`config.mk`:
```
export PLATFORM = sky130hd
export DESIGN_NAME = windowed_slope_tracker_core
export DESIGN_NICKNAME = d
export VERILOG_FILES = /design/src/hdl/wst_pkg.sv /design/src/hdl/windowed_slope_tracker_core.sv
export SDC_FILE = /design/constraint.sdc
export NUM_CORES = 2
export LEC_CHECK = 0
export ABC_AREA = 0
export BUFFER_PORTS_ARGS = -buffer_cell sky130_fd_sc_hd__buf_2
export CAP_MARGIN = 15
export CORE_ASPECT_RATIO = 1.2
export CORE_UTILIZATION = 60
export CTS_CLUSTER_DIAMETER = 50
export DETAILED_ROUTE_END_ITERATION = 12
export GPL_TIMING_DRIVEN = 0
export PLACE_DENSITY = 0.76
export SYNTH_ARGS = -nofsm -noshare
export SYNTH_HDL_FRONTEND = slang
export SYNTH_SLANG_ARGS = --single-unit
```
`constraint.sdc`:
```
create_clock -name i_clk -period 12.8 [get_ports i_clk]
set_clock_uncertainty 0.15 [all_clocks]
set_input_delay 0.64 -clock i_clk [delete_from_list [all_inputs] [get_ports i_clk]]
set_output_delay 0.64 -clock i_clk [all_outputs]
set_load 0.01 [all_outputs]
```
`src/hdl/wst_pkg.sv`:
```
// Package for the windowed slope tracker: sizes, constant tables, state and code types.
`timescale 1ns / 1ps

package wst_pkg;

    function automatic int f_max(input int a, input int b);
        return (a > b) ? a : b;
    endfunction

    // Window geometry
    localparam int WINDOW    = 8;
    localparam int WIN_IDX_W = $clog2(WINDOW);
    localparam int CNT_W     = $clog2(WINDOW + 1);

    // Field widths
    localparam int SMP_W   = 16;
    localparam int FRAC_W  = 8;
    localparam int Y_W     = SMP_W + FRAC_W;
    localparam int THR_W   = 31;
    localparam int SCALE_W = 32;
    localparam int SLOPE_W = 32;
    localparam int DIR_W   = 2;

    // Smoothing: running sum plus rounding term, divided via reciprocal
    localparam int SUM_W = Y_W + $clog2(WINDOW);
    localparam int RCP_K = SUM_W + $clog2(WINDOW);
    localparam int RCP_W = RCP_K + 1;

    // Fit: per-element weight W*x - sum(x)
    localparam int SX    = WINDOW * (WINDOW - 1) / 2;
    localparam int C_W   = $clog2(SX + 1);
    localparam int NUM_W = Y_W + $clog2(WINDOW * SX + 1) + 1;

    // Scaling: magnitude taken 16 bits at a time, most significant first
    localparam int CHUNK_W   = 16;
    localparam int NCHUNK    = (NUM_W + CHUNK_W - 1) / CHUNK_W;
    localparam int CHK_IDX_W = $clog2(NCHUNK);
    localparam int MAG_PAD_W = NCHUNK * CHUNK_W;
    localparam int ACC_W     = MAG_PAD_W + SCALE_W;
    localparam int RND_SH    = 16;
    localparam int RV_W      = ACC_W - RND_SH;

    // Shared multiplier
    localparam int MUL_A_W = f_max(SUM_W, f_max(Y_W, CHUNK_W));
    localparam int MUL_B_W = f_max(RCP_W, f_max(SCALE_W, C_W));
    localparam int PROD_W  = MUL_A_W + MUL_B_W;

    // Sequencer index covers window entries and magnitude chunks
    localparam int IDX_W = f_max(WIN_IDX_W, CHK_IDX_W);

    // Register reset values and slope limits
    localparam logic [THR_W-1:0]   THR_RESET   = '0;
    localparam logic [SCALE_W-1:0] SCALE_RESET = 32'h0100_0000;
    localparam logic [ACC_W-1:0]   ROUND_HALF  = ACC_W'(1) << (RND_SH - 1);
    localparam logic [SLOPE_W-1:0] SLOPE_POS_MAX = {1'b0, {(SLOPE_W-1){1'b1}}};
    localparam logic [SLOPE_W-1:0] SLOPE_NEG_MAX = {1'b1, {(SLOPE_W-1){1'b0}}};

    // Configuration register indexes
    localparam int CFG_IDX_W = 2;
    typedef enum logic [CFG_IDX_W-1:0] {
        CFG_FLAT_THRESHOLD = 2'd0,
        CFG_SLOPE_SCALE    = 2'd1
    } t_cfg_reg;

    // Direction codes
    typedef enum logic [DIR_W-1:0] {
        DIR_FLAT = 2'd0,
        DIR_POS  = 2'd1,
        DIR_NEG  = 2'd2
    } t_dir;

    // Sequencer states
    typedef enum logic [3:0] {
        S_IDLE,
        S_SM_MUL,
        S_SM_ACC,
        S_FIT_MUL,
        S_FIT_ACC,
        S_ABS,
        S_SC_MUL,
        S_SC_ACC,
        S_ROUND,
        S_DONE
    } t_state;

    typedef logic [RCP_W-1:0] t_rcp_tbl [WINDOW];
    typedef logic [C_W-1:0]   t_coef_tbl [WINDOW];

    // ceil(2^K / n) for n = 1..WINDOW, by long division of 2^K - 1
    function automatic t_rcp_tbl f_rcp_tbl();
        t_rcp_tbl          tbl;
        longint unsigned   rem;
        longint unsigned   quo;
        longint unsigned   n;
        for (int i = 0; i < WINDOW; i++) begin
            n   = longint'(i + 1);
            rem = 0;
            quo = 0;
            for (int b = RCP_K - 1; b >= 0; b--) begin
                rem = (rem << 1) | 64'd1;
                if (rem >= n) begin
                    rem = rem - n;
                    quo = quo | (64'd1 << b);
                end
            end
            tbl[i] = RCP_W'(quo + 64'd1);
        end
        return tbl;
    endfunction

    // |W*x - SX| for window entry i, where x = W-1-i
    function automatic t_coef_tbl f_coef_mag();
        t_coef_tbl tbl;
        int        c;
        for (int i = 0; i < WINDOW; i++) begin
            c      = WINDOW * (WINDOW - 1 - i) - SX;
            tbl[i] = C_W'((c < 0) ? -c : c);
        end
        return tbl;
    endfunction

    // Sign of W*x - SX for window entry i
    function automatic logic [WINDOW-1:0] f_coef_neg();
        logic [WINDOW-1:0] bits;
        for (int i = 0; i < WINDOW; i++) begin
            bits[i] = ((WINDOW * (WINDOW - 1 - i) - SX) < 0);
        end
        return bits;
    endfunction

    localparam t_rcp_tbl          RCP_TBL  = f_rcp_tbl();
    localparam t_coef_tbl         COEF_MAG = f_coef_mag();
    localparam logic [WINDOW-1:0] COEF_NEG = f_coef_neg();

endpackage

```
`src/hdl/windowed_slope_tracker_core.sv`:
```
// Windowed least-squares slope tracker: sample window, smoothing, fit and scaling sequencer.
`timescale 1ns / 1ps

// Usage:
//   Input channel: i_sample with i_in_valid; the block answers with o_in_stall.
//   Each beat shifts one sample into a window of WINDOW entries. The first
//   WINDOW samples, and every WINDOW-1 samples after that, produce one result
//   beat (o_slope, o_direction) on the output channel; other samples produce none.
//   A sample that does not close a segment leaves the block idle; a new one is
//   taken in the next cycle.
//   A closing sample starts the sequencer around one shared multiplier:
//   smoothing, fit, then scaling and saturation. o_in_stall is high while
//   the sequencer runs, until the result is registered.
//   The result sits in an output register, so the next samples are taken while
//   the receiver holds i_out_stall; the sequencer waits only when it finishes a
//   slope while the previous result is still unclaimed.
//   Configuration: i_cfg_index / i_cfg_data with i_cfg_valid; o_cfg_ready is
//   always high. Write only while idle. Unknown indexes are ignored.
//   Reset (synchronous, i_rst_n low) clears the window and fill count, drops
//   any pending result and restores flat_threshold = 0, slope_scale = 256.0.

module windowed_slope_tracker_core
    import wst_pkg::*;
(
    input  logic                 i_clk,
    input  logic                 i_rst_n,
    // sample channel
    input  logic                 i_in_valid,
    output logic                 o_in_stall,
    input  logic [SMP_W-1:0]     i_sample,
    // result channel
    output logic                 o_out_valid,
    input  logic                 i_out_stall,
    output logic [SLOPE_W-1:0]   o_slope,
    output logic [DIR_W-1:0]     o_direction,
    // configuration write channel
    input  logic                 i_cfg_valid,
    output logic                 o_cfg_ready,
    input  logic [CFG_IDX_W-1:0] i_cfg_index,
    input  logic [SCALE_W-1:0]   i_cfg_data
);

    // Control state
    t_state               r_state, n_state;
    logic [CNT_W-1:0]     r_cnt, n_cnt;
    logic                 r_out_valid, n_out_valid;
    logic [THR_W-1:0]     r_thr, n_thr;
    logic [SCALE_W-1:0]   r_scale, n_scale;
    logic [Y_W-1:0]       r_win [WINDOW];
    logic [Y_W-1:0]       n_win [WINDOW];

    // Datapath registers
    logic [IDX_W-1:0]     r_idx, n_idx;
    logic [PROD_W-1:0]    r_prod;
    logic [SUM_W-1:0]     r_sum, n_sum;
    logic [NUM_W-1:0]     r_num, n_num;
    logic [NUM_W-1:0]     r_mag, n_mag;
    logic                 r_neg, n_neg;
    logic [ACC_W-1:0]     r_acc, n_acc;
    logic [SLOPE_W-1:0]   r_slope, n_slope;
    logic [DIR_W-1:0]     r_dir, n_dir;

    // Shared multiplier operands
    logic [MUL_A_W-1:0]   mul_a;
    logic [MUL_B_W-1:0]   mul_b;

    // Helpers
    logic [WIN_IDX_W-1:0]             win_idx;
    logic [CHK_IDX_W-1:0]             chk_idx;
    logic                             win_last;
    logic [CNT_W-1:0]                 cnt_inc;
    logic [WIN_IDX_W:0]               sm_half;
    logic [SUM_W-1:0]                 sm_div;
    logic [Y_W-1:0]                   sm_q;
    logic [NUM_W-1:0]                 fit_term;
    logic [NCHUNK-1:0][CHUNK_W-1:0]   mag_pad;
    logic [RV_W-1:0]                  rv;
    logic                             sat_over;
    logic [SLOPE_W-1:0]               slope_mag;

    assign win_idx  = r_idx[WIN_IDX_W-1:0];
    assign chk_idx  = r_idx[CHK_IDX_W-1:0];
    assign win_last = (win_idx == WIN_IDX_W'(WINDOW - 1));
    assign cnt_inc  = r_cnt + CNT_W'(1);

    // Smoothing dividend: sum of smoothed entries so far + this entry + n/2
    assign sm_half  = ({1'b0, win_idx} + (WIN_IDX_W + 1)'(1)) >> 1;
    assign sm_div   = r_sum + SUM_W'(r_win[0]) + SUM_W'(sm_half);
    assign sm_q     = r_prod[RCP_K +: Y_W];

    assign fit_term = NUM_W'(r_prod);
    assign mag_pad  = MAG_PAD_W'(r_mag);

    // Saturation of the rounded magnitude
    assign rv = r_acc[ACC_W-1:RND_SH];
    always_comb begin
        if (r_neg) begin
            sat_over = (|rv[RV_W-1:SLOPE_W])
                     || (rv[SLOPE_W-1] && (|rv[SLOPE_W-2:0]));
        end else begin
            sat_over = |rv[RV_W-1:SLOPE_W-1];
        end
        if (sat_over) begin
            slope_mag = r_neg ? SLOPE_NEG_MAX : SLOPE_POS_MAX;
        end else begin
            slope_mag = rv[SLOPE_W-1:0];
        end
    end

    // Next state and datapath
    always_comb begin
        n_state     = r_state;
        n_cnt       = r_cnt;
        n_out_valid = r_out_valid;
        n_thr       = r_thr;
        n_scale     = r_scale;
        n_win       = r_win;
        n_idx       = r_idx;
        n_sum       = r_sum;
        n_num       = r_num;
        n_mag       = r_mag;
        n_neg       = r_neg;
        n_acc       = r_acc;
        n_slope     = r_slope;
        n_dir       = r_dir;
        mul_a       = '0;
        mul_b       = '0;

        // result beat taken
        if (r_out_valid && !i_out_stall) begin
            n_out_valid = 1'b0;
        end

        // register writes
        if (i_cfg_valid) begin
            unique case (i_cfg_index)
                CFG_FLAT_THRESHOLD: n_thr   = i_cfg_data[THR_W-1:0];
                CFG_SLOPE_SCALE:    n_scale = i_cfg_data;
                default:            ;
            endcase
        end

        unique case (r_state)
            S_IDLE: begin
                if (i_in_valid) begin
                    for (int j = 1; j < WINDOW; j++) begin
                        n_win[j] = r_win[j-1];
                    end
                    n_win[0] = {i_sample, FRAC_W'(0)};
                    if (cnt_inc == CNT_W'(WINDOW)) begin
                        n_cnt   = CNT_W'(1);
                        n_idx   = '0;
                        n_sum   = '0;
                        n_state = S_SM_MUL;
                    end else begin
                        n_cnt = cnt_inc;
                    end
                end
            end

            // entry i -> round((sum + y) / (i+1)) via reciprocal multiply
            S_SM_MUL: begin
                mul_a   = MUL_A_W'(sm_div);
                mul_b   = MUL_B_W'(RCP_TBL[win_idx]);
                n_state = S_SM_ACC;
            end

            S_SM_ACC: begin
                for (int j = 0; j < WINDOW - 1; j++) begin
                    n_win[j] = r_win[j+1];
                end
                n_win[WINDOW-1] = sm_q;
                n_sum           = r_sum + SUM_W'(sm_q);
                if (win_last) begin
                    n_idx   = '0;
                    n_num   = '0;
                    n_state = S_FIT_MUL;
                end else begin
                    n_idx   = r_idx + IDX_W'(1);
                    n_state = S_SM_MUL;
                end
            end

            // numerator = sum over entries of (W*x - sum x) * y
            S_FIT_MUL: begin
                mul_a   = MUL_A_W'(r_win[0]);
                mul_b   = MUL_B_W'(COEF_MAG[win_idx]);
                n_state = S_FIT_ACC;
            end

            S_FIT_ACC: begin
                for (int j = 0; j < WINDOW - 1; j++) begin
                    n_win[j] = r_win[j+1];
                end
                n_win[WINDOW-1] = r_win[0];
                if (COEF_NEG[win_idx]) begin
                    n_num = r_num - fit_term;
                end else begin
                    n_num = r_num + fit_term;
                end
                if (win_last) begin
                    n_state = S_ABS;
                end else begin
                    n_idx   = r_idx + IDX_W'(1);
                    n_state = S_FIT_MUL;
                end
            end

            S_ABS: begin
                n_neg   = r_num[NUM_W-1];
                n_mag   = r_num[NUM_W-1] ? (NUM_W'(0) - r_num) : r_num;
                n_acc   = '0;
                n_idx   = IDX_W'(NCHUNK - 1);
                n_state = S_SC_MUL;
            end

            // magnitude * scale, one 16-bit chunk per pass, top chunk first
            S_SC_MUL: begin
                mul_a   = MUL_A_W'(mag_pad[chk_idx]);
                mul_b   = MUL_B_W'(r_scale);
                n_state = S_SC_ACC;
            end

            S_SC_ACC: begin
                n_acc = {r_acc[ACC_W-CHUNK_W-1:0], CHUNK_W'(0)} + ACC_W'(r_prod);
                if (chk_idx == '0) begin
                    n_state = S_ROUND;
                end else begin
                    n_idx   = r_idx - IDX_W'(1);
                    n_state = S_SC_MUL;
                end
            end

            S_ROUND: begin
                n_acc   = r_acc + ROUND_HALF;
                n_state = S_DONE;
            end

            // saturate, classify, and load the output register when free
            S_DONE: begin
                if (!r_out_valid || !i_out_stall) begin
                    n_slope = r_neg ? (SLOPE_W'(0) - slope_mag) : slope_mag;
                    if (slope_mag < {1'b0, r_thr}) begin
                        n_dir = DIR_FLAT;
                    end else if (!r_neg && (slope_mag != '0)) begin
                        n_dir = DIR_POS;
                    end else begin
                        n_dir = DIR_NEG;
                    end
                    n_out_valid = 1'b1;
                    n_state     = S_IDLE;
                end
            end

            default: n_state = S_IDLE;
        endcase
    end

    // Control registers
    always_ff @(posedge i_clk) begin
        if (!i_rst_n) begin
            r_state     <= S_IDLE;
            r_cnt       <= '0;
            r_out_valid <= 1'b0;
            r_thr       <= THR_RESET;
            r_scale     <= SCALE_RESET;
            for (int j = 0; j < WINDOW; j++) begin
                r_win[j] <= '0;
            end
        end else begin
            r_state     <= n_state;
            r_cnt       <= n_cnt;
            r_out_valid <= n_out_valid;
            r_thr       <= n_thr;
            r_scale     <= n_scale;
            r_win       <= n_win;
        end
    end

    // Datapath registers, including the shared multiplier output
    always_ff @(posedge i_clk) begin
        r_prod  <= mul_a * mul_b;
        r_idx   <= n_idx;
        r_sum   <= n_sum;
        r_num   <= n_num;
        r_mag   <= n_mag;
        r_neg   <= n_neg;
        r_acc   <= n_acc;
        r_slope <= n_slope;
        r_dir   <= n_dir;
    end

    assign o_in_stall  = (r_state != S_IDLE);
    assign o_out_valid = r_out_valid;
    assign o_slope     = r_slope;
    assign o_direction = r_dir;
    assign o_cfg_ready = 1'b1;

endmodule

```
Word-level counts from Yosys, hierarchy flattened
Memories as Yosys holds them, arrays and structs flattened. A register that Yosys moved wholly into a read port is not among the register bits.
Cells that the tools add are included.
Widths: inputs -> output; s select.
{ "classes": {"add_sub_neg": 13, "n_mul": 1, "div": 0, "magnitude_cmp": 4, "n_eq_ne": 18, "shift": 0, "mux": 42, "bitwise_logic": 1, "n_reduce_logical": 30} }
{ "op_table": {"columns": ["op", "n"], "rows": [
  ["$pmux 192 s3", 1],
  ["$pmux 80 s3", 1],
  ["$mux 192", 1],
  ["$mux 32", 4],
  ["$pmux 32 s3", 1],
  ["$pmux 27 s3", 1],
  ["$add 80x16->80 const B", 1],
  ["$add 80x59->80", 1],
  ["$mux 33", 2],
  ["$pmux 33 s2", 1],
  ["$mux 31", 2],
  ["$mul 27x32->59", 1],
  ["$add 27x24->27", 2],
  ["$mux 27", 2],
  ["$pmux 27 s2", 1],
  ["$pmux 4 s10", 1],
  ["$add 33x33->33", 1],
  ["$reduce_or 33->1", 1],
  ["$sub 1x33->33 const A", 1],
  ["$sub 33x33->33", 1],
  ["$bmux 16 s2", 1],
  ["$lt 32x31->1", 1],
  ["$reduce_bool 32->1", 1],
  ["$reduce_or 32->1", 1],
  ["other kinds (37)", 78]
]} }
{ "totals": {"ff_bits": 534, "latch_bits": 0, "mem_bits_rw": 0, "romBits": 296, "input_bits": 55, "out_inout_bits": 37, "elab_cells": 135, "mem_count": 3} }
{ "memory_table": {"columns": ["name", "words", "width", "rd", "rd_ports_with_merged_regs", "write_ports", "line_no", "rtl"], "rows": [
  ["(no name shown)", 8, 31, 1, 0, 0, "windowed_slope_tracker_core.sv:164", "mul_b = MUL_B_W'(RCP_TBL[win_idx]);"],
  ["(no name shown)", 8, 5, 1, 0, 0, "windowed_slope_tracker_core.sv:187", "mul_b = MUL_B_W'(COEF_MAG[win_idx]);"],
  ["(no name shown)", 8, 1, 1, 1, 0, "windowed_slope_tracker_core.sv:196", "if (COEF_NEG[win_idx]) begin"]
]} }

Depth between registers and ports, before layout
{ "logic_depth": {"ltp_word": 8, "depth_mapped": 41} }

Worst setup path after synthesis
No wires, ideal clock.
{ "synth_timing": {"path_type": "reg-to-reg", "startpoint": "register r_idx[0]", "endpoint": "register r_prod[57]", "t_arrival_ns": 11.459, "required_time_ns": 12.586, "setup_slack_ns": 1.127, "stages_incl_launch_ff": 41, "n_path_buf": 3, "synth_period_minus_slack_ns": 11.673, "cell_sequence": "edfxtp_1 -> buf_1 -> clkbuf_1 -> inv_1 -> ha_1 -> fa_1 -> ha_1 -> fa_1 -> a21o_1 -> a21o_1 -> a2111oi_0 -> o41ai_1 -> and4_1 -> or3_1 -> a31oi_1 -> or2_2 -> clkbuf_1 -> nor2_1 -> [... 5 more ...] -> inv_1 -> fa_1 -> inv_1 -> fa_1 -> fa_1 -> inv_1 -> fa_1 -> inv_1 -> ha_1 -> nand3_1 -> or3_1 -> nor2_1 -> a211o_1 -> a2111oi_0 -> o31ai_1 -> a22oi_1 -> or4b_2 -> nand4_1"} }
{ "synth_between": {"elab_chain_len": 6, "elab_cells_between_ends": 14, "cone_classes": "2 x add/sub; 1 x mul; 8 x mux; 1 x bitwise; 2 x memory"} }
{ "synth_lines": {"columns": ["item", "line_no", "rtl"], "rows": [
  ["start, declared", "windowed_slope_tracker_core.sv:53", "logic [IDX_W-1:0] r_idx, n_idx;"],
  ["start signal, assigned", "windowed_slope_tracker_core.sv:283", "r_idx <= n_idx;"],
  ["branches (longest 5 deep; another with $add 27x3->27)", null, null],
  ["$mul 27x32->59 (*)", "windowed_slope_tracker_core.sv:282", "r_prod <= mul_a * mul_b;"],
  ["end signal, assigned", "windowed_slope_tracker_core.sv:282", null],
  ["end, declared", "windowed_slope_tracker_core.sv:54", "logic [PROD_W-1:0] r_prod;"]
]} }
Mark *: on every way between the ends. The select of a mux whose other input is x is not followed.
A chain may end at the register's enable or synchronous reset.

Final worst setup path
{ "layout_timing": {"startpoint": "register r_idx[0]", "endpoint": "register r_prod[58]"} }
Same word-level chain as after synthesis.

==> summary.txt <==
Run status
  • Status: finished, final reports clean

Pwr
  • Maximum VDD drop: 0.0001108 V
  • Clock power share: 0.443
  • Sw Pwr: 0.001073 W
  • Leakage power: 31.08 nW
  • Power density cells: 59.62 mW/mm^2
  • Internal Power: 0.002866 W
  • Sw Share: 0.2723
  • Register share of total power: 0.475
  • Logic pwr share: 0.083
  • Final total power: 0.003939 W

Clock tree
  • Clock Tree Root: clkbuf_16
  • CTS tree: done
  • Clock insertion delay at the later pin of the skew report: 0.67 ns
  • Num CTS Buffers: 57
  • Clock Sinks: 535
  • Reg clk slew, reported paths: 0.07 ns
  • Clk buf depth: 3
  • Htree depth: 2
  • Hold buffer count at CTS: 0

Synth
  • Post-synthesis cell count: 7234
  • Synth Area in Compound Gates: 0.1438
  • Top_reg_cell synth: dfxtp_1
  • XOR/XNOR share of the synthesized area: 0.03874
  • Sequential share of the synthesized area: 0.2093
  • Syn_area_per_cell: 8.469 sq um
  • EDFF count, synth: 211
  • Synth Register Bits: 535
  • Largest family of logic cells by synthesized area: adder cells
  • Netlist cell types: 85
  • Yosys Warn Count: 0
  • Mapped Area: 0.06126 sq mm
  • Adder-Cell Fraction of Synth Area: 0.3263
  • Simple-gate portion of the synthesized area: 0.1860
  • Synth async-reset ratio: 0
  • Post-synthesis mux area share: 0.006290

Worst hold path
  • HP Class: in2reg

Routing
  • Wire length per cell: 25.80 microns
  • DRC errors left: 0
  • Initial DRC Count: 5521
  • WL final: 228000 microns
  • DRT Pass-1 Iters: 13
  • Total number of vias: 54874
  • Detail Route Antenna Nets: 0
  • Vias per inst: 6.210

Worst setup path
  • Worst r2r src: r_idx[0]$_DFFE_PP_
  • Crit path launch type: register
  • R2R depth: 38
  • Max incr delay on CP: 0.60 ns
  • CP endpoint kind: register
  • CP Class: reg2reg
  • Crit path to: r_prod[58]$_DFF_P_
  • CP Max Fanout: 10
  • End of the worst register-to-register path: r_prod[58]$_DFF_P_
  • Beginning of the critical path: r_idx[0]$_DFFE_PP_
  • Worst path required time: 13.02 ns
  • Reg2Reg Setup Slack: 0.20 ns
  • Critical path's slowest cell: fa_1
  • Most frequent CP cell: fa_1
  • Data arrival time of the worst path: 12.82 ns

Place
  • RePlAce Congestion: 1.068
  • Place WS: -2.359 ns
  • I/O Buffers: 89
  • Post-DP Area: 0.06378 sq mm
  • Final HPWL DP: 185400 microns

Global route
  • Initial antenna violation count: 6
  • Vias in the first global route: 54648
  • Global-route wire length before repair: 339600 microns
  • Largest net degree at the start of global routing: 35
  • GRT Total Usage: 0.4413
  • Grt ovf: 0

Die
  • Initial Util: 0.6043
  • Die height: 352.0 microns
  • Die X-Extent: 293.7 microns
  • DIE AREA: 0.1034 sq mm
  • Core area: 0.1014 sq mm
  • # IOs: 92
  • Row count: 128

Timing
  • Slew Limit Fails: 0
  • Final min period: 12.60 ns
  • Max Fclk: 79.35 MHz
  • WHS: 0.08360 ns
  • Worst-Margin Slew: 1.397 ns
  • Final worst setup slack: 0.1978 ns
  • Final setup viols: 0
  • Hold Vio Cnt, Final: 0
  • Final period utilization: 0.9845
  • Relative slew slack: 0.06867

Cells and area
  • Area Growth Syn to Fin: 7.847%
  • Final net count: 8618
  • Layout cell share with drive strength beyond 1: 0.04595
  • Fin util: 0.6517
  • Fin area: 0.06607 sq mm
  • Commonest non-fill, non-tap cell in the layout: nand2_1
  • Most frequent cells in the layout: nand2_1, inv_1, fa_1, nor2_1, ha_1

Flow run
  • Max_cap viols: 0
## layout make-up
| cell class | count | area, sq um |
|---|---|---|
| Buffer | 417 | 1660 |
| Tap cell | 1365 | 1708 |
| Sequential cell | 535 | 12820 |
| Clock buffer | 69 | 1533 |
| Inverter | 1024 | 3844 |
| Clock inverter | 36 | 401.6 |
| Timing Repair Buffer | 124 | 815.8 |
| Multi-Input combinational cell | 5260 | 43270 |
| Fill cell | 8860 | 35310 |
| Antenna cell | 6 | 15.01 |
## registers in the layout, indices dropped and copies added (netlist names), 27 cells and up, named ones only
| name | flops |
|---|---|
| r_win | 192 |
| r_acc | 80 |
| r_prod | 59 |
| r_mag | 33 |
| r_num | 33 |
| o_slope | 32 |
| r_scale | 32 |
| r_thr | 31 |
| r_sum | 27 |
## cell usage after synthesis (114+ instances only)
master | n | area [sq um]
inv_1 | 1023 | 3840
nand2_1 | 1268 | 4760
nand3_1 | 284 | 1421
ha_1 | 388 | 4855
xnor2_1 | 178 | 1559
nor3_1 | 114 | 570.6
clkbuf_1 | 391 | 1468
edfxtp_1 | 211 | 6336
a21oi_1 | 260 | 1301
nor2_1 | 426 | 1599
o21ai_0 | 174 | 870.8
fa_1 | 756 | 15130
o211a_1 | 187 | 1872
a21o_1 | 145 | 1089
dfxtp_1 | 324 | 6486
## metal layers
layer / GRT usage / routed length [microns]
met5: 0 / 9
met4: 0.3403 / 21880
met3: 0.08720 / 19790
met2: 0.7069 / 104200
met1: 0.5211 / 82120
## cells by family (layout without fill, tap and decap cells)
family	after synthesis	count (layout)
AOI/OAI and AO/OA	1245	1245
muxes	38	38
DFF	535	535
and+or+nand+nor	2550	2550
xor gates and xnor gates	271	271
adders and majority gates	1144	1144
buffers and inverters	1449	1670
other	2	18
## worst min-delay path by stage
stage,depth (start not counted),slack (ns),end,from
floorplan,0,0.27,r_neg$_DFFE_PP_,r_num[32]$_SDFFCE_PN0P_
global placement,0,0.29,r_neg$_DFFE_PP_,r_num[32]$_SDFFCE_PN0P_
CTS,3,0.06,r_thr[21]$_SDFFE_PN0P_,i_cfg_data[21]
global route,3,0.09,r_thr[24]$_SDFFE_PN0P_,i_cfg_data[24]
finish,3,0.08,r_scale[31]$_SDFFE_PN0P_,i_cfg_data[31]
detailed placement,0,0.29,r_neg$_DFFE_PP_,r_num[32]$_SDFFCE_PN0P_
## through the flow
step	setup TNS, ns	instances
4_1_cts	0	8822
3_3_place_gp	-61.15	8698
3_5_place_dp	-35.03	8719
5_1_grt	-0.06637	8831
6_report	0	8836
2_1_floorplan	0	7244
## worst max-delay path, delay by kind of cell, from the launching register on
family / cells / cell delay (ns)
DFF: 1 / 0.48
muxes: 1 / 0.15
and+or+nand+nor: 4 / 1.10
buffers and inverters: 8 / 1.00
AOI/OAI and AO/OA: 12 / 3.67
adders and majority gates: 13 / 5.74
## power groups by stage
stage	sequential, W	combinational [W]	clock (W)
final	0.00187	0.000326	0.00174
after global routing	0.00187	0.000352	0.00181
after CTS	0.00187	0.000315	0.00175
after detailed placement	0.00190	0.000307	0
after global placement	0.00190	0.000297	0
after floorplan	0.00187	0.000209	0
## timing repair
action	4_1_cts	5_1_grt
setup endpoints to repair	35	11
pin swaps	2	4
resized for setup	52	38
setup buffers	3	5
Note: power is estimated with default switching activity, not from simulation.
